==> config.mk <==
export PLATFORM = sky130hd
export DESIGN_NAME = tci_mul
export DESIGN_NICKNAME = d
export VERILOG_FILES = /design/src/design/tci_pkg.sv /design/src/design/tci_mul.sv
export SDC_FILE = /design/constraint.sdc
export NUM_CORES = 2
export LEC_CHECK = 0
export BUFFER_PORTS_ARGS = -buffer_cell sky130_fd_sc_hd__buf_4
export CORE_MARGIN = 2
export CORE_UTILIZATION = 59
export CTS_CLUSTER_SIZE = 24
export DETAILED_ROUTE_END_ITERATION = 16
export GPL_ROUTABILITY_DRIVEN = 0
export PLACE_DENSITY = 0.89
export SLEW_MARGIN = 20
export SYNTH_ARGS = -nofsm -noshare
export SYNTH_HDL_FRONTEND = slang
export SYNTH_SLANG_ARGS = --single-unit
==> constraint.sdc <==
create_clock -name clk -period 6.2 [get_ports clk]
set_clock_uncertainty 0.05 [all_clocks]
set_input_delay 0.62 -clock clk [delete_from_list [all_inputs] [get_ports clk]]
set_output_delay 0.62 -clock clk [all_outputs]
set_load 0.05 [all_outputs]
==> src/design/tci_pkg.sv <==
// shared types, widths and constants of the table cubic interpolator
package tci_pkg;

  localparam int TABLE_DEPTH   = 1024;
  localparam int FRACTION_BITS = 16;

  localparam int IDX_W    = $clog2(TABLE_DEPTH);
  localparam int N_W      = $clog2(TABLE_DEPTH + 1);
  localparam int CFG_W    = 11;
  localparam int CMP_W    = (N_W > CFG_W) ? N_W : CFG_W;
  localparam int SRCH_W   = N_W + 1;
  localparam int KEY_W    = 32;
  localparam int DIFF_W   = KEY_W + 1;
  localparam int FRAC_W   = FRACTION_BITS + 1;
  localparam int ACC_W    = 40;
  localparam int PROD_W   = ACC_W + FRAC_W;
  localparam int DCNT_W   = $clog2(FRACTION_BITS + 1);

  localparam logic [FRAC_W-1:0] F_ONE = FRAC_W'(1) << FRACTION_BITS;
  localparam logic signed [PROD_W-1:0] P_HALF = PROD_W'(1) << (FRACTION_BITS - 1);
  localparam logic signed [ACC_W-1:0] V_MAX = ACC_W'(64'sd2147483647);
  localparam logic signed [ACC_W-1:0] V_MIN = -(ACC_W'(64'sd2147483648));

  localparam logic CMD_WRITE = 1'b0;
  localparam logic CMD_QUERY = 1'b1;

  typedef struct packed {
    logic              cmd;
    logic [9:0]        entry_index;
    logic signed [31:0] key_value;
    logic signed [31:0] entry_data;
  } in_item_t;

  typedef struct packed {
    logic signed [31:0] interp_value;
    logic               saturated;
  } out_item_t;

  typedef struct packed {
    logic              start;
    logic [DIFF_W-1:0] num;
    logic [DIFF_W-1:0] den;
  } div_req_t;

endpackage

==> src/design/tci_mul.sv <==
// registered signed by fraction multiplier shared by all horner passes
module tci_mul (
  input  logic                              clk,
  input  logic signed [tci_pkg::ACC_W-1:0]  a,
  input  logic [tci_pkg::FRAC_W-1:0]        f,
  output logic signed [tci_pkg::PROD_W-1:0] p
);
  import tci_pkg::*;

  logic signed [PROD_W:0]   prod_full;
  logic signed [PROD_W-1:0] p_r;

  always_comb begin
    prod_full = a * $signed({1'b0, f});
  end

  always_ff @(posedge clk) begin
    p_r <= $signed(prod_full[PROD_W-1:0]);
  end

  assign p = p_r;

endmodule

==> metrics.csv <==
stage,metric,value,unit
route,drc,0,
finish,n_antenna_cell,0,
logic_synthesis,yosysSeqAreaShare,4.70,%
sta,tightestPinTransition,0.584,ns
sta,grt_setup_unrepaired,true,
sta,hold_violations,0,
sta,setup_viol,20,
worst_setup_path,required,6.47,ns
status,status,"complete, but fails checks",
die,initial_core_util,59.6,%
route,firstDrtPassIters,10,
sta,max_freq,147,MHz
placement,dp_hpwl,61.2,mm
route,drt-initial-drc-count,2694,
die,dieHeight,207,µm
logic_synthesis,synth-edff-count,0,
logic_synthesis,async_reset_ff_share,0,%
global_routing,grtUsageTotal,38.0,%
worst_setup_path,cpMaxStageDelayCell,fa_1,
die,die_x,207,µm
die,rows,74,
logic_synthesis,ys_top_cells_by_area,"fa_1 (52%), inv_1 (11%), and2_1 (7.5%)",
worst_setup_path,cp.depth,25,
global_routing,grt_max_degree,34,
logic_synthesis,synth_top_cell_by_area,fa_1,
route,dr_total_vias,21863,
placement,numPortBuffers,114,
worst_setup_path,crit_top_cell,fa_1,
logic_synthesis,synth_top_area_share,52.5,%
cts,cts_num_sinks,57,
finish,n_fill_cell,2307,
route,drt-total-wl,87.2,mm
worst_setup_path,worst-setup-path-type,in -> reg,
status,violations,setup timing,
worst_setup_path,critPathLaunch,a[17],
cts,cts_buffers,9,
logic_synthesis,ys_top_cells_by_count,"inv_1 (741), fa_1 (636), nand2_1 (432)",
global_routing,grt_pass1_wl,121,mm
logic_synthesis,synth_seq_cells,57,
worst_setup_path,endpoint_kind,register,
worst_setup_path,crit_fanout,7,
logic_synthesis,syn_inst,2722,
logic_synthesis,netlist_area,24300,µm²
finish,layout-drive-gt1-share,20.7,%
finish,largest_register_ff_count,57,
logic_synthesis,ys_types,53,
finish,fin_nets,3903,
die,die_area,42800,µm²
logic_synthesis,yosysMostFrequentCell,inv_1,
route,post_drt_via_cell_ratio,6.05,
placement,postPlaceCellArea,27900,µm²
global_routing,grt_pass1_vias,23928,
hold_path,holdPathStages,2,
global_routing,gr-total-overflow,0,
worst_setup_path,critPathTopFamily,adder cells,
route,wl_per_cell,24.1,µm
logic_synthesis,yosys_warnings,0,
sta,tns,-3.73,ns
route,drtAntennaViolNets,0,
worst_setup_path,slowest_delay,0.83,ns
finish,fin_area,29800,µm²
worst_setup_path,worst-path-buf-inv,8,
logic_synthesis,postSynth.topFlopCell,dfxtp_1,
hold_path,hold_class,in -> reg,
worst_setup_path,startpoint_type,primary input,
job,max-cap-violations,0,
finish,syn_to_final_growth,22.7,%
sta,slew_viol_final,0,
logic_synthesis,avgSynthCellArea,8.91,µm²
worst_setup_path,critPathCapture,p[54]$_DFF_P_,
sta,setup_ws,-0.599,ns
sta,fin_crit_sh,110,%
cts,cts-root-buf,clkbuf_16,
die,coreArea,40700,µm²
die,ioPinCount,115,
cts,clkTransAtPathRegs,0.06,ns
sta,max_slew_margin,60.7,%
cts,cts_tree,yes,
worst_setup_path,cp.arrival,7.07,ns
logic_synthesis,synth_nets,3547,
cts,clockBufferDepth,2,
cts,cts_max_level,3,
global_routing,antenna_found_initial,1,
sta,period_minus_slack,6.80,ns
[cell type report]
class,instances,area [µm²],area share (%)
Tap cell,532,666,2.24
Timing Repair Buffer,468,4210,14.1
Inverter,741,2780,9.34
Clock buffer,10,239,0.803
Clock inverter,6,114,0.383
Sequential cell,57,1140,3.83
Multi-Input combinational cell,1801,20600,69.3
[routing by layer]
metal	track usage [%]	wire, µm	part of all wire, %
met3	10.8	10800	12
met1	38.8	25300	29
met2	63.9	40700	47
met4	33.5	10400	12
met5	0.346	53	0.061
[metrics by stage]
| step | hold slack, ns | worst slack, ns | std cells | utilization, % |
|---|---|---|---|---|
| final | 0.608 | -0.599 | 3615 | 73.1 |
| after global routing | 0.598 | -0.627 | 3615 | 73.1 |
| after CTS | 0.583 | -0.119 | 3586 | 70.2 |
| after detailed placement | 0.997 | -0.763 | 3555 | 68.4 |
| after global placement | 0.944 | -0.606 | 3555 | 68.4 |
| after floorplan | 0.697 | 0.00236 | 2722 | - |
[worst min-delay path by stage]
stage | slack [ns] | end | startpoint
after CTS | 0.58 | p[0]$_DFF_P_ | a[0]
after global routing | 0.60 | p[0]$_DFF_P_ | a[0]
after floorplan | 0.70 | p[0]$_DFF_P_ | a[0]
final | 0.61 | p[0]$_DFF_P_ | a[0]
after detailed placement | 1.0 | p[0]$_DFF_P_ | a[0]
after global placement | 0.94 | p[0]$_DFF_P_ | a[0]
[repair_timing]
action / CTS / global route
cloned: 2 / 5
buffers inserted: 14 / 26
resized for setup: 49 / 216
pin swaps: 28 / 137
hold buffers: 0 / 0
setup endpoints to repair: 17 / 23
[cell families (layout without fill, tap and decap cells)]
logic type      count (synthesis)  count (layout)  synth area share (%)
simple gates                  798             798                  15.8
flops                          57              57                  4.70
buf+inv                       864            1225                  13.4
fa+ha+maj                     767             767                  59.2
compound gates                179             179                  4.82
mux                             1               1                0.0464
xor+xnor                       56              56                  2.02
[cells in the final DEF, fill, tap and decap left out, drive strengths merged, types with 9 or more instances in the layout]
| cell | synthesis | routed |
|---|---|---|
| buf | 1 | 463 |
| dfxtp | 57 | 57 |
| xnor2 | 38 | 38 |
| o21ai | 36 | 36 |
| fa | 636 | 636 |
| clkbuf | 122 | 15 |
| and2 | 292 | 292 |
| nand3 | 11 | 11 |
| a21oi | 58 | 58 |
| nor3 | 9 | 9 |
| inv | 741 | 742 |
| xor2 | 18 | 18 |
| o21bai | 12 | 12 |
| ha | 131 | 131 |
| a21o | 30 | 30 |
| nand2 | 432 | 432 |
| nor2 | 23 | 23 |
Power is not shown: default switching activity piles up to over one toggle a cycle in this logic, so the estimate is an artifact.
