**config.mk**
```make
export PLATFORM = sky130hd
export DESIGN_NAME = tci_div
export DESIGN_NICKNAME = d
export VERILOG_FILES = /design/src/design/tci_pkg.sv /design/src/design/tci_div.sv
export SDC_FILE = /design/constraint.sdc
export NUM_CORES = 1
export LEC_CHECK = 0
export BUFFER_PORTS_ARGS = -buffer_cell sky130_fd_sc_hd__buf_2
export CORE_MARGIN = 4
export CORE_UTILIZATION = 53
export CTS_CLUSTER_SIZE = 40
export DETAILED_ROUTE_END_ITERATION = 10
export PLACE_DENSITY = 0.8
export SYNTH_ARGS = -nofsm -noshare
export SYNTH_HDL_FRONTEND = slang
export SYNTH_SLANG_ARGS = --single-unit
```
**constraint.sdc**
```tcl
create_clock -name clk -period 2.7 [get_ports clk]
set_clock_uncertainty 0.05 [all_clocks]
set_input_delay 0.135 -clock clk [delete_from_list [all_inputs] [get_ports clk]]
set_output_delay 0.135 -clock clk [all_outputs]
set_load 0.02 [all_outputs]
```
**src/design/tci_pkg.sv**
```systemverilog
// shared types, widths and constants of the table cubic interpolator
package tci_pkg;

  localparam int TABLE_DEPTH   = 1024;
  localparam int FRACTION_BITS = 16;

  localparam int IDX_W    = $clog2(TABLE_DEPTH);
  localparam int N_W      = $clog2(TABLE_DEPTH + 1);
  localparam int CFG_W    = 11;
  localparam int CMP_W    = (N_W > CFG_W) ? N_W : CFG_W;
  localparam int SRCH_W   = N_W + 1;
  localparam int KEY_W    = 32;
  localparam int DIFF_W   = KEY_W + 1;
  localparam int FRAC_W   = FRACTION_BITS + 1;
  localparam int ACC_W    = 40;
  localparam int PROD_W   = ACC_W + FRAC_W;
  localparam int DCNT_W   = $clog2(FRACTION_BITS + 1);

  localparam logic [FRAC_W-1:0] F_ONE = FRAC_W'(1) << FRACTION_BITS;
  localparam logic signed [PROD_W-1:0] P_HALF = PROD_W'(1) << (FRACTION_BITS - 1);
  localparam logic signed [ACC_W-1:0] V_MAX = ACC_W'(64'sd2147483647);
  localparam logic signed [ACC_W-1:0] V_MIN = -(ACC_W'(64'sd2147483648));

  localparam logic CMD_WRITE = 1'b0;
  localparam logic CMD_QUERY = 1'b1;

  typedef struct packed {
    logic              cmd;
    logic [9:0]        entry_index;
    logic signed [31:0] key_value;
    logic signed [31:0] entry_data;
  } in_item_t;

  typedef struct packed {
    logic signed [31:0] interp_value;
    logic               saturated;
  } out_item_t;

  typedef struct packed {
    logic              start;
    logic [DIFF_W-1:0] num;
    logic [DIFF_W-1:0] den;
  } div_req_t;

endpackage

```
**src/design/tci_div.sv**
```systemverilog
// serial restoring divider for the segment fraction, one quotient bit a cycle
module tci_div (
  input  logic              clk,
  input  logic              rst_n,
  input  tci_pkg::div_req_t req,
  output logic              done,
  output logic [tci_pkg::FRAC_W-1:0] quot
);
  import tci_pkg::*;

  logic              busy_r, busy_nxt;
  logic              done_r, done_nxt;
  logic [DCNT_W-1:0] cnt_r, cnt_nxt;
  logic [DIFF_W:0]   rem_r, rem_nxt;
  logic [DIFF_W-1:0] den_r, den_nxt;
  logic [FRAC_W-1:0] q_r, q_nxt;
  logic [DIFF_W:0]   rem2;

  always_comb begin
    busy_nxt = busy_r;
    done_nxt = 1'b0;
    cnt_nxt  = cnt_r;
    rem_nxt  = rem_r;
    den_nxt  = den_r;
    q_nxt    = q_r;
    rem2     = {rem_r[DIFF_W-1:0], 1'b0};
    if (req.start) begin
      den_nxt = req.den;
      if (req.num >= req.den) begin
        // quotient reaches one, clamp right away
        q_nxt    = F_ONE;
        done_nxt = 1'b1;
      end else begin
        rem_nxt  = {1'b0, req.num};
        q_nxt    = '0;
        cnt_nxt  = DCNT_W'(FRACTION_BITS);
        busy_nxt = 1'b1;
      end
    end else if (busy_r) begin
      if (rem2 >= {1'b0, den_r}) begin
        rem_nxt = rem2 - {1'b0, den_r};
        q_nxt   = {q_r[FRAC_W-2:0], 1'b1};
      end else begin
        rem_nxt = rem2;
        q_nxt   = {q_r[FRAC_W-2:0], 1'b0};
      end
      cnt_nxt = cnt_r - 1'b1;
      if (cnt_r == DCNT_W'(1)) begin
        busy_nxt = 1'b0;
        done_nxt = 1'b1;
      end
    end
  end

  always_ff @(posedge clk) begin
    if (!rst_n) begin
      busy_r <= 1'b0;
      done_r <= 1'b0;
      cnt_r  <= '0;
    end else begin
      busy_r <= busy_nxt;
      done_r <= done_nxt;
      cnt_r  <= cnt_nxt;
    end
    rem_r <= rem_nxt;
    den_r <= den_nxt;
    q_r   <= q_nxt;
  end

  assign done = done_r;
  assign quot = q_r;

endmodule

```
==> flow_summary.yaml, run 1 <==
timing:
  whs_ps: 28.1
  finalSetupViolations: 28
  fin_crit_ps: 2870
  rsz0062_at_grt: "true"
  worstMarginPinSlew_ps: 544
  final_hold_viol_count: 0
  finalMaxSlewViolations: 0
  fmax_mhz: 348
  slew_headroom_pct: 63.3
  setup_slack_ps: -171
  finalCritPeriodShare_pct: 106
  tns_ps: -2050
yosys:
  synth_compound_area_share_pct: 21.8
  yosys-mux-area-fraction_pct: 0
  synth_edf_count: 83
  syn-num-nets: 817
  yosysSeqAreaShare_pct: 40.2
  ys.flop_type: "edfxtp_1"
  avgSynthCellArea_um2: 9.65
  yosys_warnings: 0
  synth_seq_cells: 90
  synth_top_family_by_area: "compound AO/OA/AOI/OAI gates"
  synth_xor_area_share_pct: 3.48
  postSynthCellCount: 679
  synth_area_um2: 6550
  yosysUniqueCellTypes: 68
  yosys.area_share.adder_pct: 13.3
  yosys.area_share.simple_pct: 14.8
  async_flop_share_pct: 0
worst_hold_path:
  min-delay-start: "rst_n"
  hp-class: "input port to flip-flop"
  whs_path_depth: 2
setup_path:
  cp_slowest_cell: "edfxtp_1"
  r2r-start: "rem_r[3]"
  crit_fanout: 4
  cp.required_ps: 2760
  cp-end-kind: "flip-flop"
  worstPathArrival_ps: 2930
  slowest_delay_ps: 450
  path_class: "flip-flop to flip-flop"
  crit_path_start: "rem_r[3]"
  worstSetupStartpointType: "flip-flop"
  ff2ff_path_depth: 10
  crit_chain: "ha_4, nand3_1, o21bai_2, a21oi_2, o21ai_2, o311a_4, a21o_4, buf_6, and4_1, a221o_1"
die:
  die_area_um2: 14200
  rows: 40
  fp.dieH_um: 119
  start_util_pct: 54.3
  die_x_um: 119
  core_area_um2: 12100
  ios: 87
global_route:
  grt_max_degree: 39
  grt_pass1_vias: 6554
  grt_pass1_wl_mm: 31.5
  track_usage_pct: 27.4
  grt_antenna_before_repair: 0
  grt.overflow.total: 0
drt:
  finalWirelength_mm: 20.6
  remaining_drc_errors: 0
  wl_per_cell_um: 19.1
  detailedRoute.firstPassIterationCount: 5
  drt_iter0_drc: 697
  ant_nets: 0
  viasPerCell: 5.96
  via_count: 6415
cells_and_area:
  diodes: 0
  fin_util_pct: 77.2
  area_growth_pct: 42.1
  nets: 1041
  final_cells: 1076
  final_cell_area_um2: 9310
  drive_gt1_share_pct: 35.5
  final_common_cell: "buf_4"
  final_cell_mix: "buf_4 (106), buf_2 (85), edfxtp_1 (83), inv_1 (72), ha_1 (53)"
clock_network:
  cts_max_path_buffers: 2
  cts_tree: "yes"
  cts_sinks: 90
  h-tree-depth: 3
  clkTransAtPathRegs_ps: 80
  insertion_delay_ps: 370
  root_buffer: "clkbuf_16"
  cts_buffers: 9
power_and_ir_drop:
  power_density_nw_per_um2: 655
  power_mw: 6.10
  peakVddDrop_v: 0.000558
  p_leak_nw: 4.07
place:
  dp_hpwl_mm: 13.4
  dpl_worst_slack_ps: -194
  portBuffers: 86
  gp_congestion: 0.959
  placed_cell_area_um2: 7860
  dp_cells: 999
run_status:
  status: "complete, but fails checks"
  violations: "negative setup slack"
job:
  drv_cap: 0
synthesized netlist by cell type (all sizes together), types with 4 or more instances:
master	count	share of area (%)
nand3	24	1.8
o311ai	10	1.3
nand2	40	2.3
edfxtp	83	38
xnor2	24	3.2
a21o	26	3.0
buf	7	0.65
nor2	27	1.5
nor2b	19	1.8
o21bai	5	0.57
a21oi	48	3.9
a31oi	15	1.4
nand2b	5	0.48
nor3	10	0.94
o21a	6	0.69
ha	68	13
inv	76	4.4
or2	5	0.48
o21ai	37	2.9
and3	8	0.76
nor4	6	0.57
and4	4	0.53
a41oi	7	0.94
and2	10	0.95
dfxtp	7	2.1
nand4	18	1.7
o211ai	4	0.46
clkbuf	24	1.4
o31ai	10	1.1
repair_timing:
item | 4_1_cts | 5_1_grt
gates cloned | 0 | 4
pin swaps | 16 | 41
endpoints found under the setup margin | 26 | 67
hold endpoints to repair | 33 | 0
hold buffers | 33 | 0
buffers inserted | 10 | 14
resized for setup | 39 | 66
worst paths after layout:
path | slack, ps | to
worst max-delay path | -170 | rem_r[11]
worst min-delay path | 30 | cnt_r[1]
worst max register to register | -170 | rem_r[11]
worst min register to register | 470 | cnt_r[4]
routing by layer:
| metal | routed length, um | track usage, % | share of wire [%] | vias up |
|---|---|---|---|---|
| met3 | 1410 | 4.56 | 6.9 | 49 |
| li1 | - | - | - | 2981 |
| met5 | 0 | 0 | 0 | - |
| met4 | 511 | 10.3 | 2.5 | 0 |
| met2 | 10200 | 46.6 | 50 | 302 |
| met1 | 8460 | 34.9 | 41 | 3083 |
flip-flops by register name (all words and copies together) (netlist names):
register,count
done,1
busy_r,1
quot,17
cnt_r,5
rem_r,33
den_r,33
logic make-up (layout without fill, tap and decap cells):
logic type                 count (synthesis)  count (layout)
AOI/OAI and AO/OA                        203             203
and+or+nand+nor                          184             184
buffers and inverters                    107             336
DFF                                       90              90
adders and majority gates                 69              69
xor gates and xnor gates                  26              26
critical path, delay by kind of cell, from the launching register on:
family          cells  cell delay, ps
fa+ha+maj           1             320
simple gates        2             280
compound gates      6            1370
flops               1             450
buf+inv             1             130
report_power, final:
group	internal (mW)	total, mW	switching, mW
Combinational	1.39	2.88	1.49
Clock	0.746	1.37	0.623
Sequential	1.74	1.85	0.110
Total	3.88	6.10	2.22
layout make-up:
class / instances / area [um^2]
inverters: 76 / 285
multi-input cells: 482 / 4020
well taps: 168 / 210
fillers: 738 / 2760
flip-flops and latches: 90 / 2630
repair buffers: 244 / 1840
clock buffers: 9 / 225
clock inverters: 7 / 92.6
Power figures use the tool's default switching activity.
==> run 2: changes to the inputs <==
ABC_AREA = 1   (was default)
CORE_UTILIZATION = 54   (was 53)
PLACE_DENSITY = 0.81   (was 0.8)
==> flow_summary.yaml, run 2 <==
yosys:
  yosys.area_share.adder_pct: 11.8
  ys.flop_type: "edfxtp_1"
  synth_most_common_cell: "nand2_1"
  yosysSeqAreaShare_pct: 35.7
  yosysUniqueCellTypes: 38
  synth_common_cells: "nand2_1 (356), inv_1 (190), edfxtp_1 (83)"
  synth_xor_area_share_pct: 1.90
  syn-num-nets: 1172
  yosys-mux-area-fraction_pct: 0
  yosys_warnings: 0
  yosysTopAreaCellShare_pct: 33.8
  avgSynthCellArea_um2: 7.13
  synth_compound_area_share_pct: 5.65
  synth_seq_cells: 90
  synth_edf_count: 83
  postSynthCellCount: 1034
  synth_top_area_cell: "edfxtp_1"
  synth_area_um2: 7370
  async_flop_share_pct: 0
  yosys.area_share.simple_pct: 33.6
  synth_top_family_by_area: "simple AND/OR/NAND/NOR gates"
  synth_area_leaders: "edfxtp_1 (34%), nand2_1 (18%), ha_1 (12%)"
global_route:
  grt_pass1_wl_mm: 33.6
  track_usage_pct: 26.6
  grtUsageMet3_pct: 5.15
  grt_antenna_before_repair: 0
  grt.overflow.total: 0
  grt_max_degree: 36
  met2_usage_pct: 45.2
  grt_pass1_vias: 7035
  grt_use_met1_pct: 34.0
  busiest_layer: "met2"
setup_path:
  r2r-start: "rem_r[30]"
  r2r_end: "rem_r[9]"
  worstSetupStartpointType: "flip-flop"
  crit_chain: "ha_1, inv_1, o21bai_1, a211oi_1, o21ai_0, nor2_4, buf_4, nand3b_1, nand3_1, nand2_1"
  ff2ff_path_depth: 10
  r2r_slack_ps: 110
  cp-end-kind: "flip-flop"
  cp.required_ps: 2760
  critPathTopFamily: "compound AO/OA/AOI/OAI gates"
  crit_fanout: 13
  slowest_delay_ps: 420
  worstPathArrival_ps: 2660
  critPathBufInv: 2
  path_class: "flip-flop to flip-flop"
  cp_slowest_cell: "edfxtp_1"
  crit_path_start: "rem_r[30]"
timing:
  fin_crit_ps: 2590
  finalMaxSlewViolations: 0
  setup_slack_ps: 106
  slew_headroom_pct: 50.9
  rsz0062_at_grt: "false"
  tns_ps: 0
  final_hold_viol_count: 0
  finalCritPeriodShare_pct: 96.1
  worstMarginPinSlew_ps: 735
  finalSetupViolations: 0
  fmax_mhz: 385
cells_and_area:
  diodes: 0
  fillerInstances: 1121
  final_cells: 1346
  final_cell_mix: "nand2_1 (354), inv_1 (190), buf_2 (86), edfxtp_1 (83), nor2_1 (80)"
  final_common_cell: "nand2_1"
  area_growth_pct: 19.0
  drive_gt1_share_pct: 13.4
  nets: 1303
drt:
  remaining_drc_errors: 0
  detailedRoute.firstPassIterationCount: 7
  drt_iter0_drc: 595
  viasPerCell: 5.31
  wl_per_cell_um: 15.5
  finalWirelength_mm: 20.9
  via_count: 7143
  ant_nets: 0
clock_network:
  cts_max_path_buffers: 2
  root_buffer: "clkbuf_16"
  insertion_delay_ps: 370
  clkTransAtPathRegs_ps: 80
  cts_sinks: 90
  cts_tree: "yes"
  cts_buffers: 9
  h-tree-depth: 3
run_status:
  status: "finished, final reports clean"
die:
  fp.dieH_um: 125
  rows: 42
  ios: 87
  core_area_um2: 13300
  die_x_um: 125
  start_util_pct: 55.4
  die_area_um2: 15600
power_and_ir_drop:
  power_density_nw_per_um2: 604
  power_mw: 5.30
  peakVddDrop_v: 0.000643
  p_leak_nw: 4.61
place:
  portBuffers: 86
  gp_congestion: 0.962
  dp_hpwl_mm: 15.7
  dp_cells: 1293
  dpl_worst_slack_ps: 190
worst_hold_path:
  hold_end: "rem_r[16]"
  hp-class: "input port to flip-flop"
  min-delay-start: "req[49]"
  whs_path_depth: 3
job:
  drv_cap: 0
==> run 2: cell types whose count changed after synthesis, moves of 15 or more <==
| cell | change |
|---|---|
| a21o_1 | -25 |
| nand3b_1 | +27 |
| o21ai_0 | -15 |
| nand2_1 | +316 |
| clkbuf_1 | -17 |
| nand3_1 | +34 |
| nor2b_1 | -19 |
| inv_1 | +114 |
| nor2_1 | +54 |
==> run 2: how the worst max path moves through the flow <==
stage                           end  slack (ps)  cells past startpoint
after floorplan            cnt_r[4]         400                     13
after global placement    rem_r[32]         210                     12
after detailed placement   rem_r[9]         190                     10
after CTS                 rem_r[15]         130                     12
after global routing       cnt_r[4]          20                     16
final                      rem_r[9]         110                     10
==> run 2: what timing repair did <==
item	in CTS	in global routing
setup buffers	0	2
endpoints found under the setup margin	0	35
resized for setup	0	7
hold endpoints to repair	34	0
hold buffers	34	0
==> run 2: power by group <==
part | leakage (nW) | switching [mW] | internal [mW] | total (mW)
Combinational | 3.58 | 1.33 | 0.785 | 2.12
Sequential | 0.876 | 0.0796 | 1.73 | 1.81
Clock | 0.154 | 0.628 | 0.748 | 1.38
==> run 2: per-stage QoR <==
stage                     util [%]  hold WS [ps]  area, um^2
after floorplan                  -           184        7370
after global placement        60.6           277        8050
after detailed placement      60.6           280        8050
after CTS                     65.5          12.3        8710
after global routing          66.0          22.4        8770
final                         66.0          17.9        8770
==> run 2: cell type report <==
type,count,area (um^2),area share (%)
Tap cell,176,220,2.51
Clock inverter,7,91.3,1.04
Timing Repair Buffer,136,946,10.8
Sequential cell,90,2630,30.0
Multi-Input combinational cell,733,3920,44.7
Clock buffer,9,225,2.57
Inverter,195,732,8.35
==> run 2: cell families (layout without fill, tap and decap cells) <==
family | after synthesis | after routing
adder cells (fa/ha/maj) | 69 | 69
AND/OR/NAND/NOR | 570 | 570
AO/OA/AOI/OAI | 78 | 78
flip-flops | 90 | 90
buffers and inverters | 211 | 347
XOR/XNOR | 16 | 16
==> run 2: tightest hold or removal path: stages <==
cell and delay, ps:
buf_2 100, nand2_1 50, nand2_1 50
==> run 2: layer usage <==
| layer | vias to the layer above | routed length [um] |
|---|---|---|
| met5 | - | 0 |
| met4 | 0 | 609 |
| met3 | 41 | 1650 |
| met2 | 333 | 9930 |
| met1 | 3232 | 8670 |
| li1 | 3537 | - |
